`src/sv/pcw_pkg.sv`:
```
// Package for the power-cycling watchdog: request and status codes,
// state, configuration and result structs, and the channel mask helper.
// No dependencies.
package pcw_pkg;

   localparam int NUM_CHANNELS = 6;

   localparam int MODE_W = 3;
   localparam int CHAN_W = 3;
   localparam int STAT_W = 2;
   localparam int WDOG_W = 16;
   localparam int REL_W  = 8;
   localparam int TICK_W = 8;
   localparam int CSR_INDEX_W = 2;
   localparam int CSR_DATA_W  = 16;

   localparam logic [WDOG_W-1:0] WDOG_SECONDS_RST = 16'd660;
   localparam logic [REL_W-1:0]  REL_SECONDS_RST  = 8'd10;
   localparam logic [TICK_W-1:0] TICKS_PER_SEC_RST = 8'd40;

   typedef enum logic [MODE_W-1:0] {
      MODE_TICK    = 3'd0,
      MODE_WDOG_ON = 3'd1,
      MODE_WDOG_OFF = 3'd2,
      MODE_PING    = 3'd3,
      MODE_CHAN_SET = 3'd4
   } mode_type;

   typedef enum logic [STAT_W-1:0] {
      ST_OK          = 2'd0,
      ST_BAD_WDOG_CH = 2'd1,
      ST_BAD_CHAN    = 2'd2,
      ST_GUARDED     = 2'd3
   } status_type;

   typedef enum logic [CSR_INDEX_W-1:0] {
      CSR_WDOG_SECONDS  = 2'd0,
      CSR_REL_SECONDS   = 2'd1,
      CSR_TICKS_PER_SEC = 2'd2
   } csr_index_type;

   typedef struct packed {
      logic [WDOG_W-1:0] wdog_seconds;
      logic [REL_W-1:0]  rel_seconds;
      logic [TICK_W-1:0] ticks_per_sec;
   } cfg_type;

   typedef struct packed {
      logic [NUM_CHANNELS-1:0] chan_bits;
      logic [CHAN_W-1:0]       guard;
      logic [WDOG_W-1:0]       wdog_cnt;
      logic [REL_W-1:0]        rel_cnt;
      logic [CHAN_W-1:0]       rel_chan;
      logic [TICK_W-1:0]       tick_cnt;
   } state_type;

   typedef struct packed {
      logic [STAT_W-1:0]       status;
      logic                    cut_event;
      logic                    restore_event;
      logic [NUM_CHANNELS-1:0] outputs_now;
      logic [CHAN_W-1:0]       guard_now;
      logic [WDOG_W-1:0]       seconds_left;
   } result_type;

   function automatic logic chan_ok(input logic [CHAN_W-1:0] ch);
      return (ch != '0) && ({1'b0, ch} <= (CHAN_W+1)'(NUM_CHANNELS));
   endfunction

   // One-hot mask of a channel, zero when out of range.
   function automatic logic [NUM_CHANNELS-1:0] chan_mask(input logic [CHAN_W-1:0] ch);
      logic [NUM_CHANNELS-1:0] m;
      m = '0;
      for (int i = 0; i < NUM_CHANNELS; i++) begin
         if (ch == CHAN_W'(i + 1)) m[i] = 1'b1;
      end
      return m;
   endfunction

endpackage

```
`src/sv/pcw_step.sv`:
```
// Next-state and result logic for one request of the power-cycling watchdog.
// Purely combinational; depends on pcw_pkg.
module pcw_step (
   input  pcw_pkg::state_type            state_cur,
   input  pcw_pkg::cfg_type              cfg,
   input  logic [pcw_pkg::MODE_W-1:0]    mode,
   input  logic [pcw_pkg::CHAN_W-1:0]    channel,
   input  logic                          level,
   output pcw_pkg::state_type            state_nxt,
   output pcw_pkg::result_type           result
);

   logic [pcw_pkg::TICK_W-1:0] tick_inc;
   logic                       sec_fire;
   logic [pcw_pkg::WDOG_W-1:0] wdog_dec;
   logic                       cut;
   logic                       restore;
   logic [pcw_pkg::REL_W-1:0]  rel_loaded;
   logic [pcw_pkg::REL_W-1:0]  rel_dec;
   logic [pcw_pkg::NUM_CHANNELS-1:0] bits_cut;
   logic [pcw_pkg::CHAN_W-1:0] rel_chan_cut;
   logic [pcw_pkg::STAT_W-1:0] status;

   assign tick_inc = state_cur.tick_cnt + 1'b1;
   assign sec_fire = (tick_inc >= cfg.ticks_per_sec);
   assign wdog_dec = state_cur.wdog_cnt - 1'b1;

   always_comb begin
      state_nxt = state_cur;
      status    = pcw_pkg::ST_OK;
      cut       = 1'b0;
      restore   = 1'b0;
      rel_loaded   = state_cur.rel_cnt;
      rel_chan_cut = state_cur.rel_chan;
      bits_cut     = state_cur.chan_bits;
      rel_dec      = '0;

      case (mode)
         pcw_pkg::MODE_TICK: begin
            state_nxt.tick_cnt = tick_inc;
            if (sec_fire) begin
               state_nxt.tick_cnt = '0;
               if (state_cur.guard != '0 && state_cur.wdog_cnt != '0) begin
                  state_nxt.wdog_cnt = wdog_dec;
                  if (wdog_dec == '0) begin
                     cut          = 1'b1;
                     rel_chan_cut = state_cur.guard;
                     bits_cut     = state_cur.chan_bits & ~pcw_pkg::chan_mask(state_cur.guard);
                     rel_loaded   = (cfg.rel_seconds != '0) ? cfg.rel_seconds
                                                            : pcw_pkg::REL_W'(1);
                  end
               end
               state_nxt.rel_chan  = rel_chan_cut;
               state_nxt.chan_bits = bits_cut;
               state_nxt.rel_cnt   = rel_loaded;
               if (rel_loaded != '0) begin
                  rel_dec = rel_loaded - 1'b1;
                  state_nxt.rel_cnt = rel_dec;
                  if (rel_dec == '0 && pcw_pkg::chan_ok(rel_chan_cut)) begin
                     restore = 1'b1;
                     state_nxt.chan_bits = bits_cut | pcw_pkg::chan_mask(rel_chan_cut);
                  end
               end
            end
         end
         pcw_pkg::MODE_WDOG_ON: begin
            if (pcw_pkg::chan_ok(channel)) begin
               state_nxt.guard    = channel;
               state_nxt.wdog_cnt = cfg.wdog_seconds;
            end else begin
               status = pcw_pkg::ST_BAD_WDOG_CH;
            end
         end
         pcw_pkg::MODE_WDOG_OFF: begin
            state_nxt.guard    = '0;
            state_nxt.wdog_cnt = '0;
         end
         pcw_pkg::MODE_PING: begin
            state_nxt.wdog_cnt = cfg.wdog_seconds;
         end
         pcw_pkg::MODE_CHAN_SET: begin
            if (!pcw_pkg::chan_ok(channel)) begin
               status = pcw_pkg::ST_BAD_CHAN;
            end else if (channel == state_cur.guard) begin
               status = pcw_pkg::ST_GUARDED;
            end else if (level) begin
               state_nxt.chan_bits = state_cur.chan_bits | pcw_pkg::chan_mask(channel);
            end else begin
               state_nxt.chan_bits = state_cur.chan_bits & ~pcw_pkg::chan_mask(channel);
            end
         end
         default: begin
         end
      endcase
   end

   always_comb begin
      result.status        = status;
      result.cut_event     = cut;
      result.restore_event = restore;
      result.outputs_now   = state_nxt.chan_bits;
      result.guard_now     = state_nxt.guard;
      result.seconds_left  = (state_nxt.guard != '0) ? state_nxt.wdog_cnt : '0;
   end

endmodule

```
`src/sv/power_cycle_watchdog.sv`:
```
// Power-cycling watchdog over six switched channels: state, configuration
// registers, result register and handshakes. Depends on pcw_pkg, pcw_step.
//
// One request is taken per clock cycle and its response appears in the
// result register on the next cycle. Each request updates the channel,
// watchdog, release and tick-prescaler state in a single pass, so the
// input stalls only while a response is held in the result register by a
// stall on the response side. Configuration writes are taken every cycle.
module power_cycle_watchdog (
   input  logic                                  clock,
   input  logic                                  reset,
   input  logic                                  req_valid,
   output logic                                  req_stall,
   input  logic [pcw_pkg::MODE_W-1:0]            req_mode,
   input  logic [pcw_pkg::CHAN_W-1:0]            req_channel,
   input  logic                                  req_level,
   output logic                                  rsp_valid,
   input  logic                                  rsp_stall,
   output logic [pcw_pkg::STAT_W-1:0]            rsp_status,
   output logic                                  rsp_cut_event,
   output logic                                  rsp_restore_event,
   output logic [pcw_pkg::NUM_CHANNELS-1:0]      rsp_outputs_now,
   output logic [pcw_pkg::CHAN_W-1:0]            rsp_guard_now,
   output logic [pcw_pkg::WDOG_W-1:0]            rsp_seconds_left,
   input  logic                                  csr_valid,
   output logic                                  csr_ready,
   input  logic [pcw_pkg::CSR_INDEX_W-1:0]       csr_index,
   input  logic [pcw_pkg::CSR_DATA_W-1:0]        csr_wdata
);

   pcw_pkg::cfg_type    cfg_ff;
   pcw_pkg::state_type  state_ff;
   pcw_pkg::state_type  state_in;
   pcw_pkg::result_type result_ff;
   pcw_pkg::result_type result_in;
   logic                rsp_valid_ff;
   logic                req_accept;
   logic                rsp_accept;

   assign req_stall  = rsp_valid_ff && rsp_stall;
   assign req_accept = req_valid && !req_stall;
   assign rsp_accept = rsp_valid_ff && !rsp_stall;
   assign csr_ready  = 1'b1;

   pcw_step u_step (
      .state_cur (state_ff),
      .cfg       (cfg_ff),
      .mode      (req_mode),
      .channel   (req_channel),
      .level     (req_level),
      .state_nxt (state_in),
      .result    (result_in)
   );

   always_ff @(posedge clock) begin
      if (reset) begin
         cfg_ff.wdog_seconds  <= pcw_pkg::WDOG_SECONDS_RST;
         cfg_ff.rel_seconds   <= pcw_pkg::REL_SECONDS_RST;
         cfg_ff.ticks_per_sec <= pcw_pkg::TICKS_PER_SEC_RST;
      end else if (csr_valid && csr_ready) begin
         case (csr_index)
            pcw_pkg::CSR_WDOG_SECONDS: cfg_ff.wdog_seconds <= csr_wdata;
            pcw_pkg::CSR_REL_SECONDS:  cfg_ff.rel_seconds  <= csr_wdata[pcw_pkg::REL_W-1:0];
            pcw_pkg::CSR_TICKS_PER_SEC:
               cfg_ff.ticks_per_sec <= csr_wdata[pcw_pkg::TICK_W-1:0];
            default: begin
            end
         endcase
      end
   end

   always_ff @(posedge clock) begin
      if (reset) begin
         state_ff.chan_bits <= '1;
         state_ff.guard     <= '0;
         state_ff.wdog_cnt  <= '0;
         state_ff.rel_cnt   <= '0;
         state_ff.rel_chan  <= '0;
         state_ff.tick_cnt  <= '0;
      end else if (req_accept) begin
         state_ff <= state_in;
      end
   end

   always_ff @(posedge clock) begin
      if (reset) begin
         rsp_valid_ff <= 1'b0;
      end else if (req_accept) begin
         rsp_valid_ff <= 1'b1;
      end else if (rsp_accept) begin
         rsp_valid_ff <= 1'b0;
      end
   end

   always_ff @(posedge clock) begin
      if (req_accept) begin
         result_ff <= result_in;
      end
   end

   assign rsp_valid         = rsp_valid_ff;
   assign rsp_status        = result_ff.status;
   assign rsp_cut_event     = result_ff.cut_event;
   assign rsp_restore_event = result_ff.restore_event;
   assign rsp_outputs_now   = result_ff.outputs_now;
   assign rsp_guard_now     = result_ff.guard_now;
   assign rsp_seconds_left  = result_ff.seconds_left;

   a_accept_gives_rsp: assert property (@(posedge clock) disable iff (reset)
      req_accept |=> rsp_valid_ff)
      else $error("accepted request produced no response");

   a_guard_range: assert property (@(posedge clock) disable iff (reset)
      state_ff.guard == '0 || pcw_pkg::chan_ok(state_ff.guard))
      else $error("guarded channel out of range");

   a_release_chan: assert property (@(posedge clock) disable iff (reset)
      state_ff.rel_cnt != '0 |-> pcw_pkg::chan_ok(state_ff.rel_chan))
      else $error("release pending on invalid channel");

   a_events_only_on_tick: assert property (@(posedge clock) disable iff (reset)
      req_accept && req_mode != pcw_pkg::MODE_TICK
      |=> !rsp_cut_event && !rsp_restore_event)
      else $error("cut or restore outside a tick");

   a_cut_clears_bit: assert property (@(posedge clock) disable iff (reset)
      req_accept && result_in.cut_event && !result_in.restore_event
      |=> (state_ff.chan_bits & pcw_pkg::chan_mask(state_ff.rel_chan)) == '0)
      else $error("cut left the channel on");

endmodule

```
`config.mk`:
```
export PLATFORM = sky130hd
export DESIGN_NAME = power_cycle_watchdog
export DESIGN_NICKNAME = d
export VERILOG_FILES = /design/src/sv/pcw_pkg.sv /design/src/sv/pcw_step.sv /design/src/sv/power_cycle_watchdog.sv
export SDC_FILE = /design/constraint.sdc
export NUM_CORES = 1
export LEC_CHECK = 0
export BUFFER_PORTS_ARGS = -buffer_cell sky130_fd_sc_hd__buf_2
export CORE_UTILIZATION = 55
export CTS_CLUSTER_DIAMETER = 200
export DETAILED_ROUTE_END_ITERATION = 8
export GPL_ROUTABILITY_DRIVEN = 0
export MAX_ROUTING_LAYER = met4
export PLACE_DENSITY = 0.77
export REMOVE_ABC_BUFFERS = 1
export SYNTH_ARGS = -nofsm -noshare
export SYNTH_HDL_FRONTEND = slang
export SYNTH_HIERARCHICAL = 1
export SYNTH_SLANG_ARGS = --single-unit
```
`constraint.sdc`:
```
create_clock -name clock -period 4.05 [get_ports clock]
set_clock_uncertainty 0.2 [all_clocks]
set_input_delay 0.405 -clock clock [delete_from_list [all_inputs] [get_ports clock]]
set_output_delay 0.405 -clock clock [all_outputs]
set_load 0.05 [all_outputs]
```
=== After elaboration in Yosys (flattened, before gate mapping) ===
Index checks and enable logic that the tools add are counted.

* Reductions and logical operators: 28
* Equality and inequality tests: 25
* Magnitude comparators: 3
* Muxes and demuxes: 148
* $add $sub $neg: 3
* Bitwise gates (word level): 6

{| class="wikitable"
|+ Operator list
! operator !! number
|-
| $mux W1 || 119
|-
| $pmux W16 S4 || 1
|-
| $mux W6 || 10
|-
| $mux W8 || 6
|-
| $mux W35 || 1
|-
| $eq A3 B3 Y1 const B || 10
|-
| $eq A3 B2 Y1 const B || 8
|-
| $mux W19 || 1
|-
| $logic_not A16 Y1 || 1
|-
| $mux W16 || 1
|-
| $reduce_bool A16 Y1 || 1
|-
| $reduce_bool A8 Y1 || 2
|-
| $sub A16 B1 Y16 const B || 1
|-
| $and A6 B6 Y6 || 2
|-
| $eq A3 B1 Y1 const B || 4
|-
| $mux W3 || 4
|-
| $not A6 Y6 || 2
|-
| $or A6 B6 Y6 || 2
|-
| $pmux W6 S2 || 1
|-
| $reduce_bool A3 Y1 || 4
|-
| $reduce_and A3 Y1 || 3
|-
| $add A8 B1 Y8 const B || 1
|-
| $ge A8 B8 Y1 || 1
|-
| $logic_not A8 Y1 || 1
|-
| 14 further kinds || 26
|}

* Word-level logic and storage cells: 229
* Output and inout port bits: 32
* Flip-flop bits (word level): 106
* Input bits: 30

=== Logic depth before layout (Yosys ltp) ===
* Word-level depth: 18
* Gate-level depth with buffers: 23
* Mapped depth without buffers: 19

=== Modules after synthesis ===
The synthesis kept the hierarchy.

{| class="wikitable"
|+ Modules (own cells, without submodules)
! module !! cells an instance !! instances !! seq. area each (um^2) !! area an instance (um^2)
|-
| power_cycle_watchdog || 358 || 1 || 2,412.3 || 4,225.3
|-
| pcw_step || 496 || 1 || 0.0 || 3,230.6
|}

=== Least setup slack after synthesis ===
No wires, ideal clock.

* Path type: reg2reg
* Start: register state_ff[19] (netlist name)
* End: register state_ff[39] (netlist name)
* Cell stages (with the launch flop): 24
* Library setup time: 72 ps
* Clock period less this slack: 4,455 ps
* Slack: -405 ps
* Buffers on the path: 4
* Required time: 3,778 ps
* Arrival time: 4,183 ps
* Cell sequence: dfxtp_1 > clkbuf_1 > inv_1 > ha_1 > buf_4 > o21bai_1 > and2_1 > a211o_1 > a2111o_1 > buf_2 > nor2_4 > nor2_1 > a21o_1 > ha_1 > nand2b_1 > nand4_1 > nor3_1 > nand3_1 > a211oi_1 > o21ai_1 > o211ai_1 > buf_4 > nor2_1 > mux2i_1

{| class="wikitable"
|+ RTL lines
! item !! line !! text
|-
| from (decl) || power_cycle_watchdog.sv:32 || <nowiki>pcw_pkg::state_type state_ff;</nowiki>
|-
| from (signal assigned) || power_cycle_watchdog.sv:81 || <nowiki>state_ff <= state_in;</nowiki>
|}

=== Worst setup path in the final report ===
* Start: register state_ff[20] (netlist name)
* End: register state_ff[15] (netlist name)

* Word-level cells in the longest chain between the ends: 8
* Elaborated cells between the ends (all ways): 11
* Classes of those cells: add/sub (2); mux (5); reduce/logical (4)

{| class="wikitable"
|+ Ends and longest elaborated chain
! item !! line !! text
|-
| $sub A16 B1 Y16 || pcw_step.sv:26 || <nowiki>assign wdog_dec = state_cur.wdog_cnt - 1'b1;</nowiki>
|-
| $logic_not A16 Y1 || pcw_step.sv:45 || <nowiki>if (wdog_dec == '0) begin</nowiki>
|-
| $mux W8 || pcw_step.sv:45 ||
|-
| $mux W8 (*) || pcw_step.sv:43 || <nowiki>if (state_cur.guard != '0 && state_cur.wdog_cnt != '0) begin</nowiki>
|-
| $mux W8 (*) || pcw_step.sv:41 || <nowiki>if (sec_fire) begin</nowiki>
|-
| $mux W8 (*) || pcw_step.sv:38 || <nowiki>case (mode)</nowiki>
|-
| $sub A8 B1 Y8 / $reduce_bool A8 Y1 (equally long branches) || pcw_step.sv:57, pcw_step.sv:56 ||
|-
| $mux W8 (*) || pcw_step.sv:56 || <nowiki>if (rel_loaded != '0) begin</nowiki>
|}

Mark *: on every way between the ends. The rest lies on a longest branch, timed or not. The select of a mux whose other input is x is not followed.
A chain may end at the register's enable or synchronous reset.

==> summary.md <==
| Metric | Value |
|---|---|
| Internal power | 1.684 mW |
| Cell row count | 42 |
| Switching share of power | 0.2826 |
| Vias | between 6000 and 7000 |
| DRT iter0 DRCs | between 400 and 500 |
| H-tree depth | 3 |
| Antenna violations before repair | 0 |
| Pleak | 3.341 nW |
| Worst setup path class | reg2reg |
| Flop pwr share | 0.483 |
| Violated checks | negative setup slack |
| Switching power | roughly 0.66 mW |
| CP delay by family, top | simple AND/OR/NAND/NOR gates |
| Crit start category | flop |
| Area growth from synthesis to layout | 17.37% |
| Clock latency on the worst-skew pair | 0.36 ns |
| Total negative slack | -1.495 ns |
| Adder-cell share of the synthesized area | 0.02349 |
| Power Density | ~270 mW/mm² |
| Final-report setup violation count | 15 |
| Share of layout cells above drive strength 1 | 0.2434 |
| Worst Hold Class | in2reg |
| Wire per inst | approximately 17 µm |
| Slew HR | 0.2480 |
| Hold violation count in the final report | 0 |
| Residual DRC | 0 |
| Vias/cell | approximately 6 |
| CP cell instances | inv_2 -> ha_4 -> or3b_4 -> nor4b_4 -> o21ai_2 -> buf_6 -> a2111oi_4 -> a21boi_2 -> nor2_2 -> ha_4 -> buf_12 -> nand2b_4 -> buf_6 -> buf_6 -> nor2_4 -> nand2_2 -> nor3_2 -> a21boi_4 -> nor2_4 -> a32o_1 -> nand2b_1 -> mux2i_1 |
| First-pass GRT wire length | between 20000 and 30000 µm |
| # nets final | just under 1000 |
| CP bufs+invs | 5 |
| Setup WS pre-CTS | -0.2227 ns |
| DR pass1 iterations | 5 |
| DIE WIDTH | around 120 µm |
| CP peak stage delay | about 0.41 ns |
| Clock buffer count from CTS | 9 |
| Worst Path Required | approximately 4 ns |
| Clk buf depth | 2 |
| Hold buffer count at CTS | 0 |
| Final period util | 1.053 |
| CTS tree | built |
| Worst Setup End Kind | flop |
| Cell mode on critical path | buf_6 |
| Syn_area_per_cell | around 8.7 µm² |
| Worst Tran Pin Value | about 1.1 ns |
| Clk sinks | between 100 and 150 |
| Synth Area in XOR/XNOR | 0.02349 |
| Synth Warn # | 6 |
| RSZ-0062 raised after global routing | yes |
| CTS root buf | clkbuf_16 |
| Core Util, Final | 0.6608 |
| Tot Pwr | between 2 and 2.5 mW |
| Total core area | 0.01324 mm² |
| Reg clk slew, reported paths | ~0.070 ns |
| Aggregate global-route resource usage | 0.2726 |
| Tmin final | between 4 and 5 ns |
| Post-DP HPWL | 12480 µm |
| Final worst slack | -0.2132 ns |
| Maxcap violations | 0 |
| Largest family of logic cells by synthesized area | simple AND/OR/NAND/NOR gates |
| Post-synth cell types | 86 |
| Mux cell area share after synthesis | 0.1334 |
| Crit Path Max Fanout | 5 |
| Inserted Diodes | 0 |
| Top-Level Pins | slightly above 60 |
| Die height | approximately 120 µm |
| Arrival @ worst endpoint | around 4.3 ns |
| Peak VDD IR | ~0.21 mV |
| Buffers on Ports | 60 |
| Max Slew Vio Count | 0 |
| Asr flop ratio synth | 0 |
| Slowest-stage cell, CP | or3b_4 |
| Gr ovfl total | 0 |
| Vias in the first global route | roughly 6000 |
| Seq/Total Area, Yosys | 0.3235 |
| Ys flop type | dfxtp_1 |
| Initial Util | 0.5630 |
| #FFs+latches synth | around 110 |
| FMAX | about 0.23 GHz |
| Post-synthesis compound-gate area fraction | 0.1519 |
| Post-Syn Area | 0.007456 mm² |
| Mapped Cells | about 850 |
| Largest net degree at the start of global routing | ~140 |
| Post-synth EDFFs | 29 |
| Synth Area in Simple Gates | 0.2779 |
| Clk pwr share | 0.343 |
| Total wire length | about 19000 µm |
| Outcome | finished with violations |
| ANT nets after route | 0 |
| Comb pwr share | 0.174 |
| Hold slack | 0.08080 ns |
| Area of the die | 0.01403 mm² |
cell usage after synthesis, drive strengths merged, types with 4 or more instances:
cell type,instances,area (µm²)
nand2b,123,769.5
and3,8,50.05
clkbuf,38,142.6
o211ai,12,90.09
inv,22,82.58
a22oi,7,52.55
a21o,6,45.04
o21ai,40,204.0
nand3,18,95.09
dfxtp,77,1541
o22ai,4,25.02
xor2,5,43.79
nand2,47,176.4
or3,10,67.56
buf,34,265.3
edfxtp,29,870.8
o31ai,9,67.56
nor2b,4,25.02
or4,5,41.29
a21oi,19,95.09
a2111oi,4,53.81
ha,14,175.2
nor3,20,105.1
nor3b,5,53.80
a32o,6,60.06
and2,20,125.1
xnor2,15,131.4
mux2,11,123.9
a211o,5,43.79
a31oi,6,37.54
nand4,4,25.02
nor4,12,102.6
mux2i,87,870.8
nor2,72,277.8
placed cells by master (no fill, tap or decap), drive strengths merged, types with 4 or more instances in the layout:
cell type and n:
a31oi 6, or3 10, buf 143, edfxtp 29
mux2i 87, o22ai 4, and2 20, nor3b 5
nor4 12, ha 14, xor2 5, a2111oi 4
nand2 47, nor3 20, o31ai 9, a22oi 7
and3 8, a21o 6, o211ai 12, mux2 11
nor2b 4, a211o 5, o21ai 40, xnor2 15
clkinv 5, dfxtp 77, nand3 18, inv 22
nand4 4, or4 5, clkbuf 10, a21oi 19
nand2b 123, a32o 6, nor2 72
power by group through the flow:
stage,clock (mW),combinational (mW),sequential [mW]
floorplan,0,0.205,1.21
global placement,0,0.379,1.16
detailed placement,0,0.382,1.16
CTS,0.826,0.393,1.13
global route,0.882,0.435,1.14
finish,0.805,0.407,1.13
worst reg2reg max path, cell delays in order (launching register included):
cell,delay (ns)
dfxtp_2,0.34
inv_2,0.08
ha_4,0.15
or3b_4,0.41
nor4b_4,0.28
o21ai_2,0.10
buf_6,0.14
a2111oi_4,0.37
a21boi_2,0.12
nor2_2,0.21
ha_4,0.19
buf_12,0.10
nand2b_4,0.07
buf_6,0.12
buf_6,0.11
nor2_4,0.11
nand2_2,0.07
nor3_2,0.16
a21boi_4,0.33
nor2_4,0.07
a32o_1,0.28
nand2b_1,0.07
mux2i_1,0.06
path summary, 6_finish.rpt:
path | start | to | slack [ns] | cells after the start
setup / recovery | state_ff[20] | state_ff[15] | -0.21 | 22
hold / removal | req_valid | rsp_valid | 0.08 | 3
setup reg to reg | state_ff[20] | state_ff[15] | -0.21 | 22
hold reg to reg | cfg_ff[7] | cfg_ff[7] | 0.28 | 2
stage by stage:
stage	cells	instance area (µm²)
after global routing	1117	8751
final	1117	8751
after detailed placement	1075	8010
after global placement	1075	8010
after CTS	1106	8498
after floorplan	782	7048
cell families after synthesis:
kind of cell             count (synthesis)
buffers and inverters                   94
AO/OA/AOI/OAI                          157
XOR/XNOR                                20
adder cells (fa/ha/maj)                 14
flip-flops                             106
AND/OR/NAND/NOR                        364
multiplexers                            98
other                                    1
sequential cells by signal (all words and copies together), names as in the netlist:
name	flops
state_ff	44
cfg_ff	32
rsp_seconds_left	16
rsp_outputs_now	6
rsp_guard_now	3
rsp_status	2
rsp_cut_event	1
rsp_restore_event	1
rsp_valid	1
cell type report:
cell class / instances / area, µm²
Sequential cell: 106 / 2415
Timing Repair Buffer: 143 / 968.4
Clock inverter: 6 / 33.78
Fill cell: 1070 / 4492
Tap cell: 176 / 220.2
Multi-Input combinational cell: 654 / 4802
Clock buffer: 10 / 229.0
Inverter: 22 / 82.58
repair_timing:
item | in CTS | in global routing
gates cloned | 0 | 0
endpoints found under the hold margin | 0 | 0
resized for setup | 24 | 37
buffers inserted | 16 | 11
pin swaps | 28 | 24
endpoints found under the setup margin | 19 | 21
metal layers:
| metal | GRT usage | up-vias | routed length [µm] |
|---|---|---|---|
| met5 | - | - | 0 |
| met4 | 0.09177 | 0 | 454 |
| met3 | 0.05840 | 46 | 1344 |
| met2 | 0.4199 | 273 | 8865 |
| met1 | 0.3554 | 3127 | 8299 |
| li1 | - | 3195 | - |
Note: power is estimated with default switching activity, not from simulation.
